$ cat src/hdl/bfs_pkg.sv
// bfs_pkg: shared types, constants and hash functions of the 64-bit bloom filter set
// no dependencies; imported by every module of the block
package bfs_pkg;

   // filter geometry
   localparam int FILTER_BITS = 64;
   localparam int HASH_COUNT  = 5;
   localparam int WORD_W      = 64;
   localparam int POS_W       = $clog2(FILTER_BITS);
   localparam int IDX_W       = (HASH_COUNT > 1) ? $clog2(HASH_COUNT) : 1;
   localparam int COUNT_W     = 7;

   // modulo reducer takes one digit of the hash word per cycle
   localparam int DIGIT_W     = 8;
   localparam int DIGIT_COUNT = WORD_W / DIGIT_W;
   localparam int STEP_MAX    = (DIGIT_COUNT > HASH_COUNT) ? DIGIT_COUNT : HASH_COUNT;
   localparam int STEP_W      = $clog2(STEP_MAX + 1);

   // queue between front and back
   localparam int Q_DEPTH = 2;
   localparam int Q_PTR_W = $clog2(Q_DEPTH);
   localparam int Q_CNT_W = $clog2(Q_DEPTH + 1);

   localparam logic [WORD_W-1:0] SEED_RESET  = 64'hafb2041e061071db;
   localparam logic [WORD_W-1:0] FILTER_MASK = {WORD_W{1'b1}} >> (WORD_W - FILTER_BITS);

   // operation codes; unused codes behave as a query
   typedef enum logic [2:0] {
      OP_QUERY  = 3'd0,
      OP_INSERT = 3'd1,
      OP_LOAD   = 3'd2,
      OP_CLEAR  = 3'd3,
      OP_FILL   = 3'd4,
      OP_SEED   = 3'd5
   } op_type;

   // front sequencer states
   typedef enum logic [2:0] {
      FS_IDLE,
      FS_CHAIN,
      FS_REDUCE,
      FS_ORDER,
      FS_PUSH
   } front_state_type;

   // input beat
   typedef struct packed {
      logic [2:0]        operation;
      logic [WORD_W-1:0] operand;
   } req_type;

   // result beat
   typedef struct packed {
      logic [WORD_W-1:0]  filter_value;
      logic [COUNT_W-1:0] bit_count;
      logic               is_empty;
      logic               is_full;
      logic               holds_operand;
      logic               equals_operand;
      logic [WORD_W-1:0]  union_value;
   } rsp_type;

   // classified item handed from front to back
   typedef struct packed {
      logic [2:0]        operation;
      logic [WORD_W-1:0] operand;
      logic [WORD_W-1:0] set_mask;
   } work_type;

   // seed advance xorshift (29, 27, 37)
   function automatic logic [WORD_W-1:0] seed_shift(input logic [WORD_W-1:0] v);
      logic [WORD_W-1:0] t;
      t = v ^ (v << 29);
      t = t ^ (t >> 27);
      t = t ^ (t << 37);
      return t;
   endfunction

   // key hash xorshift (12, 3, 13)
   function automatic logic [WORD_W-1:0] key_shift(input logic [WORD_W-1:0] v);
      logic [WORD_W-1:0] t;
      t = v ^ (v << 12);
      t = t ^ (t >> 3);
      t = t ^ (t << 13);
      return t;
   endfunction

endpackage

$ cat src/hdl/bfs_front.sv
// bfs_front: accepts beats, keeps the hash seed and turns insert keys into a set mask
// depends on bfs_pkg; feeds bfs_queue
module bfs_front (
   input  logic              clock,
   input  logic              reset,
   input  logic              req_push,
   output logic              req_full,
   input  bfs_pkg::req_type  req_data,
   output logic              q_push,
   input  logic              q_full,
   output bfs_pkg::work_type q_data
);
   import bfs_pkg::*;

   front_state_type   state_ff, state_in;
   logic [WORD_W-1:0] seed_ff, seed_in;
   req_type           item_ff, item_in;
   logic [WORD_W-1:0] words_ff [HASH_COUNT];
   logic [WORD_W-1:0] words_in [HASH_COUNT];
   logic [POS_W-1:0]  pos_ff   [HASH_COUNT];
   logic [POS_W-1:0]  pos_in   [HASH_COUNT];
   logic [STEP_W-1:0] step_ff, step_in;
   logic              accept;
   logic [POS_W-1:0]  pos_sel;
   logic [WORD_W-1:0] set_mask;

   assign accept  = (state_ff == FS_IDLE) && req_push;
   assign pos_sel = pos_ff[step_ff[IDX_W-1:0]];

   // next state
   always_comb begin
      state_in = state_ff;
      case (state_ff)
         FS_IDLE: begin
            if (req_push) begin
               if (req_data.operation == OP_INSERT) begin
                  state_in = (HASH_COUNT > 1) ? FS_CHAIN : FS_REDUCE;
               end else begin
                  state_in = FS_PUSH;
               end
            end
         end
         FS_CHAIN: begin
            if (step_ff == '0) state_in = FS_REDUCE;
         end
         FS_REDUCE: begin
            if (step_ff == '0) state_in = FS_ORDER;
         end
         FS_ORDER: begin
            if (step_ff == '0) state_in = FS_PUSH;
         end
         FS_PUSH: begin
            if (!q_full) state_in = FS_IDLE;
         end
         default: state_in = FS_IDLE;
      endcase
   end

   // outputs
   always_comb begin
      req_full = (state_ff != FS_IDLE);
      q_push   = (state_ff == FS_PUSH);
   end

   // set mask from the final positions
   always_comb begin
      set_mask = '0;
      if (item_ff.operation == OP_INSERT) begin
         for (int i = 0; i < HASH_COUNT; i++) begin
            set_mask = set_mask | (WORD_W'(1) << pos_ff[i]);
         end
      end
      q_data.operation = item_ff.operation;
      q_data.operand   = item_ff.operand;
      q_data.set_mask  = set_mask & FILTER_MASK;
   end

   // hash datapath: xorshift chain, digit-serial modulo, distinctness pass
   always_comb begin
      logic [POS_W:0] rem;
      logic [POS_W:0] lane_mod;
      seed_in  = seed_ff;
      item_in  = item_ff;
      words_in = words_ff;
      pos_in   = pos_ff;
      step_in  = step_ff;
      rem      = '0;
      lane_mod = '0;
      case (state_ff)
         FS_IDLE: begin
            if (accept) begin
               item_in = req_data;
               if (req_data.operation == OP_SEED) seed_in = seed_shift(seed_ff);
               words_in[HASH_COUNT-1] = req_data.operand ^ seed_ff;
               for (int i = 0; i < HASH_COUNT; i++) pos_in[i] = '0;
               step_in = (HASH_COUNT > 1) ? STEP_W'(HASH_COUNT - 2)
                                          : STEP_W'(DIGIT_COUNT - 1);
            end
         end
         FS_CHAIN: begin
            // shift line: newest word at the top, first word ends at index 0
            for (int k = 0; k < HASH_COUNT - 1; k++) words_in[k] = words_ff[k+1];
            words_in[HASH_COUNT-1] = key_shift(words_ff[HASH_COUNT-1]);
            step_in = (step_ff == '0) ? STEP_W'(DIGIT_COUNT - 1) : step_ff - 1'b1;
         end
         FS_REDUCE: begin
            // each lane folds one digit into its remainder, msb first
            for (int i = 0; i < HASH_COUNT; i++) begin
               lane_mod = (POS_W + 1)'(FILTER_BITS - i);
               rem      = {1'b0, pos_ff[i]};
               for (int b = 0; b < DIGIT_W; b++) begin
                  rem = {rem[POS_W-1:0], words_ff[i][WORD_W-1-b]};
                  if (rem >= lane_mod) rem = rem - lane_mod;
               end
               pos_in[i]   = rem[POS_W-1:0];
               words_in[i] = words_ff[i] << DIGIT_W;
            end
            step_in = (step_ff == '0) ? STEP_W'(HASH_COUNT - 1) : step_ff - 1'b1;
         end
         FS_ORDER: begin
            // back to front: bump later positions at or above the current one
            for (int j = 0; j < HASH_COUNT; j++) begin
               if ((STEP_W'(j) > step_ff) && (pos_ff[j] >= pos_sel)) begin
                  pos_in[j] = pos_ff[j] + 1'b1;
               end
            end
            if (step_ff != '0) step_in = step_ff - 1'b1;
         end
         FS_PUSH: begin
         end
         default: begin
         end
      endcase
   end

   // control registers
   always_ff @(posedge clock) begin
      if (reset) begin
         state_ff <= FS_IDLE;
         seed_ff  <= SEED_RESET;
         step_ff  <= '0;
      end else begin
         state_ff <= state_in;
         seed_ff  <= seed_in;
         step_ff  <= step_in;
      end
   end

   // payload registers
   always_ff @(posedge clock) begin
      item_ff  <= item_in;
      words_ff <= words_in;
      pos_ff   <= pos_in;
   end

endmodule

$ cat src/hdl/bfs_queue.sv
// bfs_queue: short queue of classified items between front and back
// depends on bfs_pkg
module bfs_queue (
   input  logic              clock,
   input  logic              reset,
   input  logic              q_push,
   output logic              q_full,
   input  bfs_pkg::work_type q_wdata,
   input  logic              q_pop,
   output logic              q_empty,
   output bfs_pkg::work_type q_rdata
);
   import bfs_pkg::*;

   work_type           mem_ff [Q_DEPTH];
   logic [Q_PTR_W-1:0] wr_ptr_ff, wr_ptr_in;
   logic [Q_PTR_W-1:0] rd_ptr_ff, rd_ptr_in;
   logic [Q_CNT_W-1:0] count_ff, count_in;
   logic               do_push, do_pop;

   assign q_full  = (count_ff == Q_CNT_W'(Q_DEPTH));
   assign q_empty = (count_ff == '0);
   assign do_push = q_push && !q_full;
   assign do_pop  = q_pop && !q_empty;
   assign q_rdata = mem_ff[rd_ptr_ff];

   // pointer and fill count update
   always_comb begin
      wr_ptr_in = wr_ptr_ff;
      rd_ptr_in = rd_ptr_ff;
      count_in  = count_ff;
      if (do_push) begin
         wr_ptr_in = (wr_ptr_ff == Q_PTR_W'(Q_DEPTH - 1)) ? '0 : wr_ptr_ff + 1'b1;
      end
      if (do_pop) begin
         rd_ptr_in = (rd_ptr_ff == Q_PTR_W'(Q_DEPTH - 1)) ? '0 : rd_ptr_ff + 1'b1;
      end
      if (do_push && !do_pop) count_in = count_ff + 1'b1;
      if (do_pop && !do_push) count_in = count_ff - 1'b1;
   end

   always_ff @(posedge clock) begin
      if (reset) begin
         wr_ptr_ff <= '0;
         rd_ptr_ff <= '0;
         count_ff  <= '0;
      end else begin
         wr_ptr_ff <= wr_ptr_in;
         rd_ptr_ff <= rd_ptr_in;
         count_ff  <= count_in;
      end
   end

   // storage
   always_ff @(posedge clock) begin
      if (do_push) mem_ff[wr_ptr_ff] <= q_wdata;
   end

endmodule

$ cat src/hdl/bfs_back.sv
// bfs_back: owns the filter word, applies items and builds result beats
// depends on bfs_pkg; drains bfs_queue
module bfs_back (
   input  logic              clock,
   input  logic              reset,
   input  logic              q_empty,
   output logic              q_pop,
   input  bfs_pkg::work_type q_data,
   output logic              rsp_empty,
   input  logic              rsp_pop,
   output bfs_pkg::rsp_type  rsp_data
);
   import bfs_pkg::*;

   logic [WORD_W-1:0] filter_ff, filter_in;
   logic              stg_valid_ff, stg_valid_in;
   logic [WORD_W-1:0] stg_filter_ff;
   logic [WORD_W-1:0] stg_operand_ff;
   logic              out_valid_ff, out_valid_in;
   rsp_type           out_ff, out_in;
   logic              stg_go;

   assign stg_go    = stg_valid_ff && (!out_valid_ff || rsp_pop);
   assign q_pop     = !q_empty && (!stg_valid_ff || stg_go);
   assign rsp_empty = !out_valid_ff;
   assign rsp_data  = out_ff;

   // filter update
   always_comb begin
      filter_in = filter_ff;
      if (q_pop) begin
         case (q_data.operation)
            OP_INSERT: filter_in = (filter_ff | q_data.set_mask) & FILTER_MASK;
            OP_LOAD:   filter_in = q_data.operand & FILTER_MASK;
            OP_CLEAR:  filter_in = '0;
            OP_FILL:   filter_in = FILTER_MASK;
            default:   filter_in = filter_ff;
         endcase
      end
   end

   // stage valid and output valid
   always_comb begin
      stg_valid_in = stg_valid_ff;
      if (q_pop)       stg_valid_in = 1'b1;
      else if (stg_go) stg_valid_in = 1'b0;
      out_valid_in = out_valid_ff;
      if (stg_go)       out_valid_in = 1'b1;
      else if (rsp_pop) out_valid_in = 1'b0;
   end

   // result fields from the staged filter
   always_comb begin
      out_in                = out_ff;
      if (stg_go) begin
         out_in.filter_value   = stg_filter_ff;
         out_in.bit_count      = COUNT_W'($countones(stg_filter_ff));
         out_in.is_empty       = (stg_filter_ff == '0);
         out_in.is_full        = (stg_filter_ff == FILTER_MASK);
         out_in.holds_operand  = ((stg_filter_ff | stg_operand_ff) == stg_filter_ff);
         out_in.equals_operand = (stg_filter_ff == stg_operand_ff);
         out_in.union_value    = stg_filter_ff | stg_operand_ff;
      end
   end

   always_ff @(posedge clock) begin
      if (reset) begin
         filter_ff    <= '0;
         stg_valid_ff <= 1'b0;
         out_valid_ff <= 1'b0;
      end else begin
         filter_ff    <= filter_in;
         stg_valid_ff <= stg_valid_in;
         out_valid_ff <= out_valid_in;
      end
   end

   // payload registers
   always_ff @(posedge clock) begin
      if (q_pop) begin
         stg_filter_ff  <= filter_in;
         stg_operand_ff <= q_data.operand;
      end
      out_ff <= out_in;
   end

endmodule

$ cat src/hdl/bloom_filter_set_64bit_top.sv
// Insert: the front hash sequencer takes no new beat until the current one is pushed; it
// runs 4 chain steps, 8 modulo digit steps, 5 order steps and 1 push, and the push waits on a full queue.
// Other operations go from acceptance straight to the push; results then pass the queue, stage and output register.
// Back end and output register take one item per cycle while results are popped; a 2-deep queue parts front and back.
// Synchronous active-high reset: filter cleared, seed to its reset constant, queues empty.
// depends on bfs_pkg, bfs_front, bfs_queue, bfs_back
module bloom_filter_set_64bit_top (
   input  logic             clock,
   input  logic             reset,
   input  logic             req_push,
   output logic             req_full,
   input  bfs_pkg::req_type req_data,
   output logic             rsp_empty,
   input  logic             rsp_pop,
   output bfs_pkg::rsp_type rsp_data
);
   import bfs_pkg::*;

   logic     fq_push, fq_full;
   work_type fq_wdata;
   logic     bq_pop, bq_empty;
   work_type bq_rdata;

   // hashing front
   bfs_front u_front (
      .clock    (clock),
      .reset    (reset),
      .req_push (req_push),
      .req_full (req_full),
      .req_data (req_data),
      .q_push   (fq_push),
      .q_full   (fq_full),
      .q_data   (fq_wdata)
   );

   // decoupling queue
   bfs_queue u_queue (
      .clock   (clock),
      .reset   (reset),
      .q_push  (fq_push),
      .q_full  (fq_full),
      .q_wdata (fq_wdata),
      .q_pop   (bq_pop),
      .q_empty (bq_empty),
      .q_rdata (bq_rdata)
   );

   // filter back end
   bfs_back u_back (
      .clock     (clock),
      .reset     (reset),
      .q_empty   (bq_empty),
      .q_pop     (bq_pop),
      .q_data    (bq_rdata),
      .rsp_empty (rsp_empty),
      .rsp_pop   (rsp_pop),
      .rsp_data  (rsp_data)
   );

endmodule

$ cat config.mk
export PLATFORM = sky130hd
export DESIGN_NAME = bloom_filter_set_64bit_top
export DESIGN_NICKNAME = d
export VERILOG_FILES = /design/src/hdl/bfs_pkg.sv /design/src/hdl/bfs_front.sv /design/src/hdl/bfs_queue.sv /design/src/hdl/bfs_back.sv /design/src/hdl/bloom_filter_set_64bit_top.sv
export SDC_FILE = /design/constraint.sdc
export NUM_CORES = 2
export LEC_CHECK = 0
export ABC_CLOCK_PERIOD_IN_PS = 9900
export BUFFER_PORTS_ARGS = -buffer_cell sky130_fd_sc_hd__buf_2
export CAP_MARGIN = 30
export CORE_MARGIN = 2
export CORE_UTILIZATION = 55
export CTS_CLUSTER_DIAMETER = 80
export DETAILED_ROUTE_END_ITERATION = 8
export HOLD_SLACK_MARGIN = 0.02
export PLACE_DENSITY_LB_ADDON = 0.3
export SLEW_MARGIN = 0
export SYNTH_ARGS = -nofsm -noshare
export SYNTH_HDL_FRONTEND = slang
export SYNTH_SLANG_ARGS = --single-unit
$ cat constraint.sdc
create_clock -name clock -period 9.9 [get_ports clock]
set_input_delay 2.97 -clock clock [delete_from_list [all_inputs] [get_ports clock]]
set_output_delay 2.97 -clock clock [all_outputs]
set_load 0.005 [all_outputs]
==> out/summary.txt <==
#FFs+latches synth = 1072
Chip Width = 331 µm
min Tclk post-route = 9430 ps
Routed WL = 163000 µm
CP max stage cell = or4_4
buffers and inverters on the worst path = 2
most frequent cells in the layout = 930 x edfxtp_1, 866 x nand2_1, 418 x inv_1
max incr delay on CP = 560 ps
Crit path max-delay family = compound AO/OA/AOI/OAI gates
area of the multi-input gates = 25500 µm²
worst path required time = 10320 ps
max-slew violations = 0
Synth Area per Inst = 10.9 µm²
cell count after synthesis = 5377
crit start category = flop
Reg area = 30800 µm²
H-Tree Depth = 3
Fmax achieved = 106 MHz
GRT Util Overall = 29.2%
fill count = 8340
IO Count = 212
final hold viol count = 0
final core occ = 61.8%
most common cell after layout, fill and taps aside = edfxtp_1
crit path DAT = 9850 ps
Core Area = 106000 µm²
outcome = finished, final reports clean
post-route ant nets = 0
DRT Pass-1 Iters = 7
Port Buffers = 211
Setup crit start = u_front.pos_ff[12]
total die area = 110000 µm²
critical path peak fanout = 6
detailed-route DRC error count = 0
Max-Cap Viols = 0
clock tree buffer depth = 3
Worst-path clk slew = 70 ps
Post-DP HPWL = 118000 µm
Synthesized Nets = 5797
slew margin rel. = 20.7%
vias in the first global route = 39200
CTS Root Cell = clkbuf_16
# clock sinks = 1072
global route total overflow = 0
initial drt markers = 5017
number of vias per cell = 6.00
CTS tree = built
Setup CP Type = reg2reg
asr flop ratio synth = 0%
clock buffer count from CTS = 108
Least-Margin Pin Slew = 1190 ps
cell area after synthesis = 58800 µm²
hold path startpoint = u_front.q_data[116]
hold crit path type = reg2reg
Post-CTS Hold Buffers = 0
share of layout cells above drive strength 1 = 12.0%
Initial Util = 55.6%
first-pass GRT wire length = 242000 µm
Cell Rows = 119
GPL Wtd Cong = 1.01
Syn-to-layout area delta = 11.0%
largest net degree at the start of global routing = 206
Chip Height = 331 µm
Layout Nets = 5893
n_diodes = 0
critical path capture point type = flop
DR WL/cell = 23.5 µm
DR vias = 41700
Distinct cells, synth = 132
number of flops mapped to enable cells by yosys = 930
top_reg_cell synth = edfxtp_1
Final Cycle Share = 95.3%
Layout Skew = 19.8 ps
RSZ-0062 raised after global routing = true
r2r startpoint = u_front.pos_ff[12]
Skew-Pair Late Insertion Delay = 720 ps
final setup vio count = 0
post-synthesis sequential area ratio = 52.3%
Synth Warn # = 0
antenna violations before repair = 4
## final timing paths
check                           depth (start not counted)                     end  slack (ps)
worst min-delay path                                    0  u_queue.mem_ff[1][116]         440
worst max register to register                         40      u_front.pos_ff[14]         470
worst max-delay path                                   40      u_front.pos_ff[14]         470
worst min register to register                          0  u_queue.mem_ff[1][116]         440
## cells by family after synthesis
group	Yosys count	synth area share (%)
AND/OR/NAND/NOR	1598	12.9
flip-flops	1072	52.3
AO/OA/AOI/OAI	993	11.8
buffers and inverters	742	4.81
XOR/XNOR	413	6.22
adder cells (fa/ha/maj)	351	8.23
multiplexers	208	3.73
## metal layers
metal	GRT usage, %	share of wire, %
met1	40.7	41
met2	45.4	46
met3	6.07	9.4
met4	10.8	4.1
met5	0	0.012
## state kept, by name, summed over array words and instances (netlist names), named ones only
signal and cells:
u_queue.mem_ff 262, u_front.q_data 67, u_front.pos_ff 30, u_back.out_valid_ff 1, u_back.stg_operand_ff 64, u_back.filter_ff 64
u_queue.count_ff 2, u_front.state_ff 3, u_queue.rd_ptr_ff 1, u_front.words_ff 304, u_back.stg_filter_ff 64, u_front.step_ff 4
u_back.rsp_data 139, u_back.stg_valid_ff 1, u_front.seed_ff 64, u_queue.wr_ptr_ff 1
## metrics by stage
step,setup TNS (ps),hold WS [ps],cells,setup WS [ps],cell area [µm²]
floorplan,0,421,5377,58.2,58800
global placement,0,423,6726,278,61000
detailed placement,0,430,6736,15.2,61200
CTS,0,434,6941,56.1,65000
global route,-136,452,6959,-76.3,65300
finish,0,445,6959,465,65300
## layout make-up
class,instances,share of cell area [%]
Clock buffer,135,4.40
Multi-Input combinational cell,3563,39.0
Sequential cell,1072,47.1
Clock inverter,70,1.47
Timing Repair Buffer,306,2.89
Tap cell,1391,2.67
Inverter,422,2.43
## timing repair
action	4_1_cts	5_1_grt
resized for setup	1	24
pin swaps	0	4
setup buffers	0	16
endpoints found under the setup margin	1	11
## synth_stat cells, drive strengths merged, types with 41 or more instances
master | count | area share, %
buf | 69 | 0.51
nor2 | 122 | 0.80
clkbuf | 251 | 1.6
nand2 | 869 | 5.5
fa | 60 | 2.0
xnor2 | 315 | 4.7
o22ai | 93 | 0.99
dfxtp | 142 | 4.8
nand4 | 41 | 0.45
ha | 289 | 6.1
o221ai | 49 | 0.79
a31oi | 75 | 0.86
and2 | 88 | 0.94
a21oi | 194 | 1.7
a22oi | 124 | 1.6
o21ai | 172 | 1.5
nor4 | 42 | 0.46
a21o | 87 | 1.1
xor2 | 98 | 1.5
nand3 | 78 | 0.69
or3 | 49 | 0.52
inv | 422 | 2.7
nor2b | 108 | 1.2
mux2i | 179 | 3.1
nor3 | 58 | 0.51
edfxtp | 930 | 47
Power is not shown: default switching activity piles up to over one toggle a cycle in this logic, so the estimate is an artifact.
